$ cat config.mk
export PLATFORM = sky130hd
export DESIGN_NAME = imu_fifo_packet_gated_averager_flat
export DESIGN_NICKNAME = d
export VERILOG_FILES = /design/src/sv/imuavg_pkg.sv /design/src/sv/imuavg_ifs.sv /design/src/sv/imuavg_ram.sv /design/src/sv/imuavg_div.sv /design/src/sv/imu_fifo_packet_gated_averager.sv /design/src/flat_wrapper.sv
export VERILOG_INCLUDE_DIRS = /design/src /design/src/sv
export SDC_FILE = /design/constraint.sdc
export NUM_CORES = 1
export LEC_CHECK = 0
export ABC_AREA = 1
export BUFFER_PORTS_ARGS = -buffer_cell sky130_fd_sc_hd__buf_2
export CORE_ASPECT_RATIO = 1.25
export CORE_MARGIN = 2
export CORE_UTILIZATION = 40
export CTS_CLUSTER_DIAMETER = 30
export DETAILED_ROUTE_END_ITERATION = 8
export SYNTH_ARGS = -nofsm -noshare
export SYNTH_HDL_FRONTEND = slang
export SYNTH_SLANG_ARGS = --single-unit
$ cat constraint.sdc
create_clock -name i_clk -period 5 [get_ports i_clk]
set_input_delay 0.5 -clock i_clk [delete_from_list [all_inputs] [get_ports i_clk]]
set_output_delay 0.5 -clock i_clk [all_outputs]
set_load 0.01 [all_outputs]
$ cat src/sv/imu_fifo_packet_gated_averager_assert.svh
// Assertion macros shared by the averager RTL. Simulation builds get the
// checks; builds with SYNTH defined get empty bodies.
`ifndef IMU_FIFO_PACKET_GATED_AVERAGER_ASSERT_SVH
`define IMU_FIFO_PACKET_GATED_AVERAGER_ASSERT_SVH

`ifndef SYNTH

// The property must hold at every clock edge outside reset.
`define IMUAVG_ASSERT(label, clk, rst_n, prop) \
    label: assert property (@(posedge clk) disable iff (!(rst_n)) (prop)) \
        else $error("imuavg: assertion failed");

// The condition must never be seen at a clock edge outside reset.
`define IMUAVG_NEVER(label, clk, rst_n, cond) \
    label: assert property (@(posedge clk) disable iff (!(rst_n)) !(cond)) \
        else $error("imuavg: forbidden condition seen");

`else

`define IMUAVG_ASSERT(label, clk, rst_n, prop)
`define IMUAVG_NEVER(label, clk, rst_n, cond)

`endif

`endif

$ cat src/sv/imuavg_pkg.sv
package imuavg_pkg;

    localparam int BYTE_W              = 8;
    localparam int VAL_W               = 20;
    localparam int PACKETS_PER_AVERAGE = 16;
    localparam int PACKET_BYTES        = 20;

    localparam int POS_W = $clog2(PACKET_BYTES);
    localparam int CNT_W = $clog2(PACKETS_PER_AVERAGE + 1);
    localparam int SUM_W = VAL_W + $clog2(PACKETS_PER_AVERAGE);
    localparam int MAG_W = SUM_W;
    localparam int STEP_W = $clog2(MAG_W);

    localparam int NUM_AXES       = 6;
    localparam int AXIS_W         = $clog2(NUM_AXES);
    localparam int GYRO_AXIS_BASE = 3;

    // Packet bytes 1..12 hold the high and mid bytes of all six axes.
    localparam int UPPER_BYTES    = 12;
    localparam int RAM_AW         = $clog2(UPPER_BYTES);
    localparam int GYRO_BYTE_BASE = 6;
    localparam int NIB_FIRST      = 'h11;
    localparam int NIB_LAST       = 'h13;

    localparam int HDR_MSG   = 7;
    localparam int HDR_ACCEL = 6;
    localparam int HDR_GYRO  = 5;
    localparam int HDR_WIDE  = 4;

    localparam int CFG_IDX_W = 8;
    localparam logic [CFG_IDX_W-1:0] REG_ACCEL_LOW  = 8'd0;
    localparam logic [CFG_IDX_W-1:0] REG_ACCEL_HIGH = 8'd1;
    localparam logic [CFG_IDX_W-1:0] REG_GYRO_LOW   = 8'd2;
    localparam logic [CFG_IDX_W-1:0] REG_GYRO_HIGH  = 8'd3;

    localparam logic signed [VAL_W-1:0] VAL_MIN = {1'b1, {(VAL_W-1){1'b0}}};
    localparam logic signed [VAL_W-1:0] VAL_MAX = {1'b0, {(VAL_W-1){1'b1}}};

    typedef enum logic [2:0] {
        S_IDLE,
        S_RD_HI,
        S_RD_MID,
        S_JUDGE,
        S_DIV_START,
        S_DIV_WAIT
    } t_state;

endpackage

$ cat src/sv/imuavg_ifs.sv
interface imuavg_in_if;
    import imuavg_pkg::*;

    logic              valid;
    logic              ready;
    logic [BYTE_W-1:0] packet_byte;

    modport source (output valid, output packet_byte, input ready);
    modport sink (input valid, input packet_byte, output ready);
endinterface

interface imuavg_out_if;
    import imuavg_pkg::*;

    logic                    valid;
    logic                    ready;
    logic signed [VAL_W-1:0] accel_x_avg;
    logic signed [VAL_W-1:0] accel_y_avg;
    logic signed [VAL_W-1:0] accel_z_avg;
    logic signed [VAL_W-1:0] gyro_x_avg;
    logic signed [VAL_W-1:0] gyro_y_avg;
    logic signed [VAL_W-1:0] gyro_z_avg;

    modport source (
        output valid, output accel_x_avg, output accel_y_avg, output accel_z_avg,
        output gyro_x_avg, output gyro_y_avg, output gyro_z_avg, input ready
    );
    modport sink (
        input valid, input accel_x_avg, input accel_y_avg, input accel_z_avg,
        input gyro_x_avg, input gyro_y_avg, input gyro_z_avg, output ready
    );
endinterface

interface imuavg_cfg_if;
    import imuavg_pkg::*;

    logic                    valid;
    logic                    ready;
    logic [CFG_IDX_W-1:0]    index;
    logic signed [VAL_W-1:0] data;

    modport source (output valid, output index, output data, input ready);
    modport sink (input valid, input index, input data, output ready);
endinterface

$ cat src/sv/imuavg_ram.sv
module imuavg_ram #(
    parameter int WIDTH = 8,
    parameter int DEPTH = 12,
    localparam int AW = $clog2(DEPTH)
) (
    input  logic             i_clk,
    input  logic             i_we,
    input  logic [AW-1:0]    i_waddr,
    input  logic [WIDTH-1:0] i_wdata,
    input  logic [AW-1:0]    i_raddr,
    output logic [WIDTH-1:0] o_rdata
);

    logic [WIDTH-1:0] r_mem [DEPTH];
    logic [WIDTH-1:0] r_rdata;

    always_ff @(posedge i_clk) begin
        if (i_we) begin
            r_mem[i_waddr] <= i_wdata;
        end
        r_rdata <= r_mem[i_raddr];
    end

    assign o_rdata = r_rdata;

endmodule

$ cat src/sv/imuavg_div.sv
`include "imu_fifo_packet_gated_averager_assert.svh"

module imuavg_div (
    input  logic                                i_clk,
    input  logic                                i_rst_n,
    input  logic                                i_start,
    input  logic signed [imuavg_pkg::SUM_W-1:0] i_dividend,
    input  logic [imuavg_pkg::CNT_W-1:0]        i_divisor,
    output logic                                o_done,
    output logic signed [imuavg_pkg::VAL_W-1:0] o_quotient
);
    import imuavg_pkg::*;

    logic              r_busy, n_busy;
    logic              r_done, n_done;
    logic [STEP_W-1:0] r_step, n_step;
    logic [MAG_W-1:0]  r_q, n_q;
    logic [CNT_W-1:0]  r_rem, n_rem;
    logic [CNT_W-1:0]  r_den, n_den;
    logic              r_neg, n_neg;

    logic [MAG_W-1:0] dvd_mag;
    logic [CNT_W:0]   rem_sh;
    logic [CNT_W:0]   rem_sub;
    logic             fits;
    logic [VAL_W-1:0] q_low;

    // Restoring division on the magnitude, one quotient bit per cycle.
    assign dvd_mag = i_dividend[SUM_W-1] ? MAG_W'(-i_dividend) : MAG_W'(i_dividend);
    assign rem_sh  = {r_rem, r_q[MAG_W-1]};
    assign fits    = rem_sh >= {1'b0, r_den};
    assign rem_sub = rem_sh - {1'b0, r_den};
    assign q_low   = r_q[VAL_W-1:0];

    always_comb begin
        n_busy = r_busy;
        n_done = 1'b0;
        n_step = r_step;
        n_q    = r_q;
        n_rem  = r_rem;
        n_den  = r_den;
        n_neg  = r_neg;
        if (i_start) begin
            n_busy = 1'b1;
            n_step = '0;
            n_q    = dvd_mag;
            n_rem  = '0;
            n_den  = i_divisor;
            n_neg  = i_dividend[SUM_W-1];
        end else if (r_busy) begin
            n_q   = {r_q[MAG_W-2:0], fits};
            n_rem = fits ? rem_sub[CNT_W-1:0] : rem_sh[CNT_W-1:0];
            n_step = r_step + 1'b1;
            if (r_step == STEP_W'(MAG_W - 1)) begin
                n_busy = 1'b0;
                n_done = 1'b1;
            end
        end
    end

    always_ff @(posedge i_clk) begin
        if (!i_rst_n) begin
            r_busy <= 1'b0;
            r_done <= 1'b0;
        end else begin
            r_busy <= n_busy;
            r_done <= n_done;
        end
    end

    always_ff @(posedge i_clk) begin
        r_step <= n_step;
        r_q    <= n_q;
        r_rem  <= n_rem;
        r_den  <= n_den;
        r_neg  <= n_neg;
    end

    assign o_done = r_done;

    // An empty count gives a zero mean.
    assign o_quotient = (r_den == '0) ? '0 : signed'(r_neg ? (~q_low + 1'b1) : q_low);

    `IMUAVG_ASSERT(a_done_follows_busy, i_clk, i_rst_n, r_done |-> $past(r_busy))
    `IMUAVG_NEVER(a_no_restart_busy, i_clk, i_rst_n, i_start && r_busy)

endmodule

$ cat src/sv/imu_fifo_packet_gated_averager.sv
// Decodes 20-byte IMU FIFO packets, header first, and averages the six
// axes over a window of PACKETS_PER_AVERAGE packets. A 20-bit axis value
// is only summed if its header group is present, the header marks the
// packet usable (bit 4 or bit 7), and it lies inside the inclusive range
// of its group; an empty axis reports 0. Bytes 0x11..0x13 each add the
// states S_RD_HI, S_RD_MID and S_JUDGE per present group, since the
// stored high and mid bytes are read one at a time from a buffer with
// one read port. The last byte of a window starts six divisions, one
// axis after another, on one shared bit-serial divider, and the block
// accepts no byte until the sixth has finished. A new window result
// waits until the previous one has been taken.
`include "imu_fifo_packet_gated_averager_assert.svh"

module imu_fifo_packet_gated_averager (
    input  logic         i_clk,
    input  logic         i_rst_n,
    imuavg_in_if.sink    i_in,
    imuavg_out_if.source o_out,
    imuavg_cfg_if.sink   i_cfg
);
    import imuavg_pkg::*;

    t_state r_state, n_state;

    logic [POS_W-1:0]  r_pos, n_pos;
    logic [CNT_W-1:0]  r_pkts, n_pkts;
    logic [BYTE_W-1:0] r_hdr, n_hdr;
    logic [BYTE_W-1:0] r_nib, n_nib;
    logic [BYTE_W-1:0] r_hi_byte, n_hi_byte;
    logic [1:0]        r_k, n_k;
    logic              r_grp, n_grp;
    logic              r_do_gyro, n_do_gyro;
    logic              r_win, n_win;
    logic              r_out_valid, n_out_valid;
    logic [AXIS_W-1:0] r_axis, n_axis;

    logic signed [SUM_W-1:0] r_sum [NUM_AXES];
    logic signed [SUM_W-1:0] n_sum [NUM_AXES];
    logic [CNT_W-1:0]        r_cnt [NUM_AXES];
    logic [CNT_W-1:0]        n_cnt [NUM_AXES];
    logic signed [VAL_W-1:0] r_res [NUM_AXES];
    logic signed [VAL_W-1:0] n_res [NUM_AXES];

    logic signed [VAL_W-1:0] r_acc_lo, n_acc_lo;
    logic signed [VAL_W-1:0] r_acc_hi, n_acc_hi;
    logic signed [VAL_W-1:0] r_gyr_lo, n_gyr_lo;
    logic signed [VAL_W-1:0] r_gyr_hi, n_gyr_hi;

    logic              ram_we;
    logic [RAM_AW-1:0] ram_waddr;
    logic [RAM_AW-1:0] ram_raddr;
    logic [BYTE_W-1:0] ram_rdata;
    logic [RAM_AW-1:0] rd_base;

    logic in_acc, out_acc, cfg_acc;
    logic is_store, is_nib, is_last, window_end, hdr_used;
    logic [CNT_W-1:0] pkts_inc;

    logic [3:0]              judge_nib;
    logic signed [VAL_W-1:0] judge_val;
    logic signed [VAL_W-1:0] judge_lo;
    logic signed [VAL_W-1:0] judge_hi;
    logic                    judge_ok;
    logic [AXIS_W-1:0]       judge_axis;

    logic                    div_start;
    logic                    div_done;
    logic signed [VAL_W-1:0] div_quo;

    assign in_acc  = i_in.valid & i_in.ready;
    assign out_acc = o_out.valid & o_out.ready;
    assign cfg_acc = i_cfg.valid & i_cfg.ready;

    assign i_in.ready  = (r_state == S_IDLE);
    assign i_cfg.ready = 1'b1;

    assign is_store   = (r_pos >= POS_W'(1)) && (r_pos <= POS_W'(UPPER_BYTES));
    assign is_nib     = (r_pos >= POS_W'(NIB_FIRST)) && (r_pos <= POS_W'(NIB_LAST));
    assign is_last    = (r_pos == POS_W'(PACKET_BYTES - 1));
    assign pkts_inc   = r_pkts + 1'b1;
    assign window_end = is_last && (pkts_inc >= CNT_W'(PACKETS_PER_AVERAGE));
    assign hdr_used   = r_hdr[HDR_WIDE] | r_hdr[HDR_MSG];

    // Accel bytes sit at 2k and 2k+1 of the buffer, gyro bytes six further on.
    assign rd_base = (r_grp ? RAM_AW'(GYRO_BYTE_BASE) : '0) + RAM_AW'({r_k, 1'b0});

    // Accel takes the upper nibble of the shared byte, gyro the lower one.
    assign judge_nib  = r_grp ? r_nib[3:0] : r_nib[7:4];
    assign judge_val  = signed'({r_hi_byte, ram_rdata, judge_nib});
    assign judge_lo   = r_grp ? r_gyr_lo : r_acc_lo;
    assign judge_hi   = r_grp ? r_gyr_hi : r_acc_hi;
    assign judge_ok   = (judge_val >= judge_lo) && (judge_val <= judge_hi);
    assign judge_axis = r_grp ? (AXIS_W'(GYRO_AXIS_BASE) + AXIS_W'(r_k)) : AXIS_W'(r_k);

    imuavg_ram #(
        .WIDTH(BYTE_W),
        .DEPTH(UPPER_BYTES)
    ) u_upper (
        .i_clk  (i_clk),
        .i_we   (ram_we),
        .i_waddr(ram_waddr),
        .i_wdata(i_in.packet_byte),
        .i_raddr(ram_raddr),
        .o_rdata(ram_rdata)
    );

    imuavg_div u_div (
        .i_clk     (i_clk),
        .i_rst_n   (i_rst_n),
        .i_start   (div_start),
        .i_dividend(r_sum[r_axis]),
        .i_divisor (r_cnt[r_axis]),
        .o_done    (div_done),
        .o_quotient(div_quo)
    );

    always_comb begin
        n_state     = r_state;
        n_pos       = r_pos;
        n_pkts      = r_pkts;
        n_hdr       = r_hdr;
        n_nib       = r_nib;
        n_hi_byte   = r_hi_byte;
        n_k         = r_k;
        n_grp       = r_grp;
        n_do_gyro   = r_do_gyro;
        n_win       = r_win;
        n_out_valid = r_out_valid;
        n_axis      = r_axis;
        n_sum       = r_sum;
        n_cnt       = r_cnt;
        n_res       = r_res;
        n_acc_lo    = r_acc_lo;
        n_acc_hi    = r_acc_hi;
        n_gyr_lo    = r_gyr_lo;
        n_gyr_hi    = r_gyr_hi;
        ram_we      = 1'b0;
        ram_waddr   = RAM_AW'(r_pos - POS_W'(1));
        ram_raddr   = rd_base;
        div_start   = 1'b0;

        if (cfg_acc) begin
            case (i_cfg.index)
                REG_ACCEL_LOW:  n_acc_lo = i_cfg.data;
                REG_ACCEL_HIGH: n_acc_hi = i_cfg.data;
                REG_GYRO_LOW:   n_gyr_lo = i_cfg.data;
                REG_GYRO_HIGH:  n_gyr_hi = i_cfg.data;
                default: ;
            endcase
        end

        if (out_acc) begin
            n_out_valid = 1'b0;
        end

        case (r_state)
            S_IDLE: begin
                if (in_acc) begin
                    if (r_pos == '0) begin
                        n_hdr = i_in.packet_byte;
                    end
                    ram_we = is_store;
                    if (is_nib) begin
                        n_nib = i_in.packet_byte;
                        n_k   = 2'(r_pos - POS_W'(NIB_FIRST));
                    end
                    if (is_last) begin
                        n_pos = '0;
                        if (window_end) begin
                            n_pkts = '0;
                            n_win  = 1'b1;
                            n_axis = '0;
                        end else begin
                            n_pkts = pkts_inc;
                        end
                    end else begin
                        n_pos = r_pos + 1'b1;
                    end
                    if (is_nib && hdr_used && r_hdr[HDR_ACCEL]) begin
                        n_grp     = 1'b0;
                        n_do_gyro = r_hdr[HDR_GYRO];
                        n_state   = S_RD_HI;
                    end else if (is_nib && hdr_used && r_hdr[HDR_GYRO]) begin
                        n_grp     = 1'b1;
                        n_do_gyro = 1'b0;
                        n_state   = S_RD_HI;
                    end else if (window_end) begin
                        n_state = S_DIV_START;
                    end
                end
            end
            S_RD_HI: begin
                n_state = S_RD_MID;
            end
            S_RD_MID: begin
                ram_raddr = rd_base + 1'b1;
                n_hi_byte = ram_rdata;
                n_state   = S_JUDGE;
            end
            S_JUDGE: begin
                if (judge_ok) begin
                    n_sum[judge_axis] = r_sum[judge_axis]
                                      + {{(SUM_W-VAL_W){judge_val[VAL_W-1]}}, judge_val};
                    n_cnt[judge_axis] = r_cnt[judge_axis] + 1'b1;
                end
                if (!r_grp && r_do_gyro) begin
                    n_grp   = 1'b1;
                    n_state = S_RD_HI;
                end else if (r_win) begin
                    n_state = S_DIV_START;
                end else begin
                    n_state = S_IDLE;
                end
            end
            S_DIV_START: begin
                // The result registers double as the output beat, so wait for
                // the previous window to drain.
                if (!r_out_valid) begin
                    div_start = 1'b1;
                    n_state   = S_DIV_WAIT;
                end
            end
            S_DIV_WAIT: begin
                if (div_done) begin
                    n_res[r_axis] = div_quo;
                    n_sum[r_axis] = '0;
                    n_cnt[r_axis] = '0;
                    if (r_axis == AXIS_W'(NUM_AXES - 1)) begin
                        n_out_valid = 1'b1;
                        n_win       = 1'b0;
                        n_axis      = '0;
                        n_state     = S_IDLE;
                    end else begin
                        n_axis  = r_axis + 1'b1;
                        n_state = S_DIV_START;
                    end
                end
            end
            default: begin
                n_state = S_IDLE;
            end
        endcase
    end

    always_ff @(posedge i_clk) begin
        if (!i_rst_n) begin
            r_state     <= S_IDLE;
            r_pos       <= '0;
            r_pkts      <= '0;
            r_hdr       <= '0;
            r_grp       <= 1'b0;
            r_do_gyro   <= 1'b0;
            r_win       <= 1'b0;
            r_out_valid <= 1'b0;
            r_axis      <= '0;
            r_acc_lo    <= VAL_MIN;
            r_acc_hi    <= VAL_MAX;
            r_gyr_lo    <= VAL_MIN;
            r_gyr_hi    <= VAL_MAX;
            for (int i = 0; i < NUM_AXES; i++) begin
                r_sum[i] <= '0;
                r_cnt[i] <= '0;
            end
        end else begin
            r_state     <= n_state;
            r_pos       <= n_pos;
            r_pkts      <= n_pkts;
            r_hdr       <= n_hdr;
            r_grp       <= n_grp;
            r_do_gyro   <= n_do_gyro;
            r_win       <= n_win;
            r_out_valid <= n_out_valid;
            r_axis      <= n_axis;
            r_acc_lo    <= n_acc_lo;
            r_acc_hi    <= n_acc_hi;
            r_gyr_lo    <= n_gyr_lo;
            r_gyr_hi    <= n_gyr_hi;
            r_sum       <= n_sum;
            r_cnt       <= n_cnt;
        end
    end

    always_ff @(posedge i_clk) begin
        r_nib     <= n_nib;
        r_hi_byte <= n_hi_byte;
        r_k       <= n_k;
        r_res     <= n_res;
    end

    assign o_out.valid       = r_out_valid;
    assign o_out.accel_x_avg = r_res[0];
    assign o_out.accel_y_avg = r_res[1];
    assign o_out.accel_z_avg = r_res[2];
    assign o_out.gyro_x_avg  = r_res[3];
    assign o_out.gyro_y_avg  = r_res[4];
    assign o_out.gyro_z_avg  = r_res[5];

    `IMUAVG_ASSERT(a_pos_in_packet, i_clk, i_rst_n, r_pos < POS_W'(PACKET_BYTES))
    `IMUAVG_ASSERT(a_pkts_in_window, i_clk, i_rst_n, r_pkts < CNT_W'(PACKETS_PER_AVERAGE))
    `IMUAVG_NEVER(a_no_div_over_result, i_clk, i_rst_n, div_start && r_out_valid)
    `IMUAVG_ASSERT(a_result_after_div, i_clk, i_rst_n, $rose(r_out_valid) |-> $past(r_state == S_DIV_WAIT))

endmodule
$ cat src/flat_wrapper.sv
// flat-port wrapper written by rule: the top's interface ports become plain ports
module imu_fifo_packet_gated_averager_flat import imuavg_pkg::*;
  (i_clk, i_rst_n, i_in_valid, i_in_packet_byte, i_in_ready, o_out_valid, o_out_accel_x_avg, o_out_accel_y_avg, o_out_accel_z_avg, o_out_gyro_x_avg, o_out_gyro_y_avg, o_out_gyro_z_avg, o_out_ready, i_cfg_valid, i_cfg_index, i_cfg_data, i_cfg_ready);
  imuavg_in_if i_in_i ();
  imuavg_out_if o_out_i ();
  imuavg_cfg_if i_cfg_i ();
  input  logic i_clk;
  input  logic i_rst_n;
  input wire logic [$bits(i_in_i.valid)-1:0] i_in_valid;
  input wire logic [$bits(i_in_i.packet_byte)-1:0] i_in_packet_byte;
  output wire logic [$bits(i_in_i.ready)-1:0] i_in_ready;
  output wire logic [$bits(o_out_i.valid)-1:0] o_out_valid;
  output wire logic [$bits(o_out_i.accel_x_avg)-1:0] o_out_accel_x_avg;
  output wire logic [$bits(o_out_i.accel_y_avg)-1:0] o_out_accel_y_avg;
  output wire logic [$bits(o_out_i.accel_z_avg)-1:0] o_out_accel_z_avg;
  output wire logic [$bits(o_out_i.gyro_x_avg)-1:0] o_out_gyro_x_avg;
  output wire logic [$bits(o_out_i.gyro_y_avg)-1:0] o_out_gyro_y_avg;
  output wire logic [$bits(o_out_i.gyro_z_avg)-1:0] o_out_gyro_z_avg;
  input wire logic [$bits(o_out_i.ready)-1:0] o_out_ready;
  input wire logic [$bits(i_cfg_i.valid)-1:0] i_cfg_valid;
  input wire logic [$bits(i_cfg_i.index)-1:0] i_cfg_index;
  input wire logic [$bits(i_cfg_i.data)-1:0] i_cfg_data;
  output wire logic [$bits(i_cfg_i.ready)-1:0] i_cfg_ready;
  assign i_in_i.valid = i_in_valid;
  assign i_in_i.packet_byte = i_in_packet_byte;
  assign i_in_ready = i_in_i.ready;
  assign o_out_valid = o_out_i.valid;
  assign o_out_accel_x_avg = o_out_i.accel_x_avg;
  assign o_out_accel_y_avg = o_out_i.accel_y_avg;
  assign o_out_accel_z_avg = o_out_i.accel_z_avg;
  assign o_out_gyro_x_avg = o_out_i.gyro_x_avg;
  assign o_out_gyro_y_avg = o_out_i.gyro_y_avg;
  assign o_out_gyro_z_avg = o_out_i.gyro_z_avg;
  assign o_out_i.ready = o_out_ready;
  assign i_cfg_i.valid = i_cfg_valid;
  assign i_cfg_i.index = i_cfg_index;
  assign i_cfg_i.data = i_cfg_data;
  assign i_cfg_ready = i_cfg_i.ready;
  imu_fifo_packet_gated_averager u_core (.i_clk(i_clk), .i_rst_n(i_rst_n), .i_in(i_in_i), .o_out(o_out_i), .i_cfg(i_cfg_i));
endmodule
==> impl_table.tex <==
\begin{tabular}{lr}
\hline
Metric & Value \\
\hline
\multicolumn{2}{l}{\textbf{Floorplanning}} \\
Initial cell density of the core & 0.402 \\
Overall die height & 307 µm \\
Std-Cell Rows & $\sim$110 \\
Total die area & around 76000 µm² \\
Boundary pin count & between 150 and 200 \\
Die extent in x & 246 µm \\
Core Area & between 70000 and 80000 µm² \\
\multicolumn{2}{l}{\textbf{Clock tree}} \\
Hold\_buf cts & 0 \\
Number of H-tree levels & 3 \\
Clock latency at the later pin of the worst-skew pair & 0.70 ns \\
Root buffer selected by CTS & clkbuf\_16 \\
Sinks on Clock Net & $\sim$560 \\
Clk slew on worst S/H paths & 0.05 ns \\
Buffer levels on the longest clock path & 3 \\
Clock tree from TritonCTS & yes \\
Cts bufs inserted & 117 \\
\multicolumn{2}{l}{\textbf{Synth}} \\
Proportion of synthesized chip area in sequential cells & 0.473 \\
Average cell area after synthesis & 8.02 µm² \\
Post-synthesis cell area & 29400 µm² \\
Number of instances in the synthesized netlist & around 3700 \\
Synthesis warning total & 0 \\
Number of distinct library cells after synthesis & 60 \\
Number of flops mapped to enable cells by yosys & 264 \\
Main synth FF type & dfxtp\_1 \\
Total of flip-flops plus latches after synthesis & 562 \\
Synth async-reset ratio & 0 \\
Nets in the synthesized netlist & between 3000 and 4000 \\
\multicolumn{2}{l}{\textbf{Routing}} \\
Antenna Nets Post-Route & 0 \\
Total detailed-routing wirelength & approximately 110 mm \\
Initial drt markers & 3048 \\
Via density per instance & 5.70 \\
Average wire per cell in the routed design & 21.4 µm \\
Total vias in the final route & 28000 \\
Number of design rule violations left after detail routing & 0 \\
Detailed-router iteration count before antenna repair & 6 \\
\multicolumn{2}{l}{\textbf{Cells and area}} \\
Fraction of layout cells with a size suffix above 1 & 0.142 \\
Net count, final & 3982 \\
Area delta synth->final & 21.3\% \\
Antenna Diode Count & 0 \\
Number of standard cells in the final layout excluding fillers & approximately 4900 \\
\multicolumn{2}{l}{\textbf{Worst setup path}} \\
Setup CP Type & flop to flop \\
Worst reg2reg setup slack & 0.30 ns \\
Biggest fanout along the worst timing path & 19 \\
Worst path arrival time & 5.22 ns \\
Startpoint types & flop \\
Critical path capture point type & flop \\
Destination of the worst register-to-register timing path & u\_core.r\_sum[142] \\
Beginning of the worst register-to-register path & u\_core.r\_k[1] \\
Required time of the critical path & 5.53 ns \\
Worst setup path startpoint & u\_core.r\_k[1] \\
Capturing element of the worst setup path & u\_core.r\_sum[142] \\
Length in cells of the worst reg-to-reg path & 20 \\
\multicolumn{2}{l}{\textbf{Timing}} \\
Clock period minus worst slack & 4.70 ns \\
Number of max-slew violations in the final report & 0 \\
Endpoints failing hold & 0 \\
Total setup violations reported at the end of the flow & 0 \\
Unrepaired setup endpoints after global routing & no \\
Worst clock skew & 0.0547 ns \\
Final worst-path cycle share & 0.939 \\
Slew of the pin with the lowest slew margin & between 1 and 1.5 ns \\
Max Freq & 0.213 GHz \\
Relative slew margins & 0.257 \\
Setup TNS after final layout & 0 ns \\
Final Worst Setup Slack & 0.305 ns \\
\multicolumn{2}{l}{\textbf{Placement}} \\
Post-DP HPWL & 69.4 mm \\
Worst setup timing slack at the placement stage & 0.295 ns \\
Last weighted congestion value of the routability-driven placer & 0.977 \\
Port bufs & 162 \\
Instance count after placement with tap cells included & $\sim$4700 \\
\multicolumn{2}{l}{\textbf{GRT}} \\
Antenna violations before repair & 2 \\
Wire length of the first global-routing pass & 158 mm \\
Pin count of the biggest net entering global routing & 139 \\
Gr usage total & 0.273 \\
Global route overflow & 0 \\
Vias in the first global route & 26400 \\
\multicolumn{2}{l}{\textbf{Flow run}} \\
Count of maximum capacitance violations & 0 \\
\multicolumn{2}{l}{\textbf{Outcome}} \\
Status & finished, final reports clean \\
\multicolumn{2}{l}{\textbf{Min path}} \\
Path type of the worst min-delay path & input port to flop \\
\multicolumn{2}{l}{\textbf{Power}} \\
Worst IR drop on VDD & 0.311 mV \\
Power density normalized to cell area & around 360 nW/µm² \\
Lkg Pwr & 14.3 nW \\
\hline
\end{tabular}
[critical path: stages, from the launching register on]
cell      delay, ns
edfxtp_1       0.37
inv_1          0.09
ha_1           0.33
inv_2          0.05
nand2_1        0.09
o21ai_4        0.18
inv_4          0.32
buf_4          0.36
a21oi_1        0.13
nor4_1         0.68
ha_1           0.38
a21oi_1        0.31
o21ai_0        0.19
a21oi_1        0.15
nand2_1        0.14
nand3_1        0.13
nand3_1        0.23
nand3_1        0.16
nand2_1        0.06
nand2_1        0.06
a21oi_1        0.07
[per-layer routing]
metal	routed length (µm)	part of all wire	vias up	GRT usage
met5	22	0.00021	-	0
met4	6430	0.061	4	0.165
met3	9020	0.086	397	0.0544
met2	49300	0.47	1414	0.454
met1	40300	0.38	13000	0.324
li1	-	-	13100	-
[synthesized netlist by cell type, types with 51 or more instances]
library cell | instances | area, µm²
a21oi_1 | 353 | 1770
buf_2 | 51 | 255
clkbuf_1 | 129 | 484
dfxtp_1 | 298 | 5970
edfxtp_1 | 264 | 7930
ha_1 | 84 | 1050
inv_1 | 275 | 1030
nand2_1 | 759 | 2850
nand3_1 | 410 | 2050
nor2_1 | 295 | 1110
o21ai_0 | 267 | 1340
o22ai_1 | 60 | 375
[final cells by class]
class / count / area, µm²
Inverter: 298 / 1130
Fill cell: 7117 / 37400
Timing Repair Buffer: 283 / 1830
Sequential cell: 562 / 13900
Clock buffer: 126 / 2970
Clock inverter: 94 / 1120
Multi-Input combinational cell: 2592 / 13500
Tap cell: 960 / 1200
[sequential cells by signal (all words and copies together), names as in the netlist, 20 cells and up]
signal / flops
u_core.r_sum: 144
u_core.u_upper.r_mem: 96
u_core.r_cnt: 30
u_core.u_div.r_q: 24
u_core.o_out.accel_x_avg: 20
u_core.o_out.accel_y_avg: 20
u_core.o_out.accel_z_avg: 20
u_core.o_out.gyro_x_avg: 20
u_core.o_out.gyro_y_avg: 20
u_core.o_out.gyro_z_avg: 20
u_core.r_acc_hi: 20
u_core.r_acc_lo: 20
u_core.r_gyr_hi: 20
u_core.r_gyr_lo: 20
[how the worst min path moves through the flow]
stage	start	endpoint	slack [ns]	cells after the start
after floorplan	u_core.u_div.r_step[4]	u_core.u_div.r_step[4]	0.42	1
after global placement	u_core.r_hdr[7]	u_core.r_hdr[7]	0.44	2
after detailed placement	u_core.r_hdr[7]	u_core.r_hdr[7]	0.44	2
after CTS	i_cfg_data[2]	u_core.r_gyr_lo[2]	0.07	3
after global routing	i_cfg_data[2]	u_core.r_gyr_lo[2]	0.12	3
final	i_cfg_data[2]	u_core.r_gyr_lo[2]	0.10	3
[cells by family (layout without fill, tap and decap cells)]
family                   after synthesis  count (layout)  share of synthesized area
XOR/XNOR                              22              22                    0.00656
flip-flops                           562             562                      0.473
adder cells (fa/ha/maj)               87              87                     0.0378
buffers and inverters                510             801                     0.0696
multiplexers                          38              38                     0.0129
AND/OR/NAND/NOR                     1568            1568                      0.229
other                                  1               1                   0.000128
AO/OA/AOI/OAI                        876             876                      0.171
[metrics by stage]
step	utilization	total power [mW]	hold WS, ns	cell area (µm²)
after global placement	0.432	5.16	0.435	31500
after detailed placement	0.432	5.16	0.440	31500
final	0.488	12.9	0.101	35700
after global routing	0.488	13.3	0.116	35700
after CTS	0.488	13.0	0.0735	35600
after floorplan	-	5.08	0.423	29400
[cells in the final DEF (no fill, tap or decap), types with 7 or more instances in the layout]
master | synthesis | layout
inv_2 | 14 | 13
clkbuf_16 | 0 | 117
o221ai_1 | 10 | 10
clkbuf_1 | 129 | 8
mux2i_1 | 38 | 38
inv_1 | 275 | 275
xor2_1 | 8 | 8
nor2_2 | 5 | 11
o31ai_1 | 10 | 10
or2_2 | 10 | 10
nand2_1 | 759 | 758
buf_2 | 51 | 161
xnor2_1 | 14 | 14
clkinv_1 | 6 | 9
edfxtp_1 | 264 | 264
a21oi_1 | 353 | 353
o22ai_1 | 60 | 60
o21ai_0 | 267 | 267
nand2_2 | 7 | 7
bufinv_16 | 0 | 10
o211ai_1 | 46 | 46
a22oi_1 | 11 | 11
clkinv_2 | 0 | 12
nor3_1 | 20 | 20
nor2_1 | 295 | 289
ha_1 | 84 | 83
inv_6 | 0 | 19
o32ai_1 | 41 | 41
dfxtp_1 | 298 | 296
a31oi_1 | 8 | 8
o21ai_1 | 15 | 15
nand3_1 | 410 | 410
a2111oi_0 | 20 | 17
buf_4 | 12 | 113
inv_8 | 0 | 11
clkinvlp_4 | 0 | 17
buf_12 | 0 | 9
nand4_1 | 29 | 29
clkinv_4 | 0 | 11
[repair_timing]
action | in CTS | in global routing
setup buffers | 0 | 2
gates resized for setup | 0 | 6
endpoints found under the setup margin | 0 | 49
[report_power, final]
| part | leakage, nW | internal [mW] | switching [mW] |
|---|---|---|---|
| Clock | 1.95 | 4.96 | 2.91 |
| Sequential | 4.78 | 4.83 | 0.0196 |
| Combinational | 7.56 | 0.0666 | 0.154 |
| Total | 14.3 | 9.85 | 3.09 |
No activity file was read; power rests on OpenSTA's default activity.
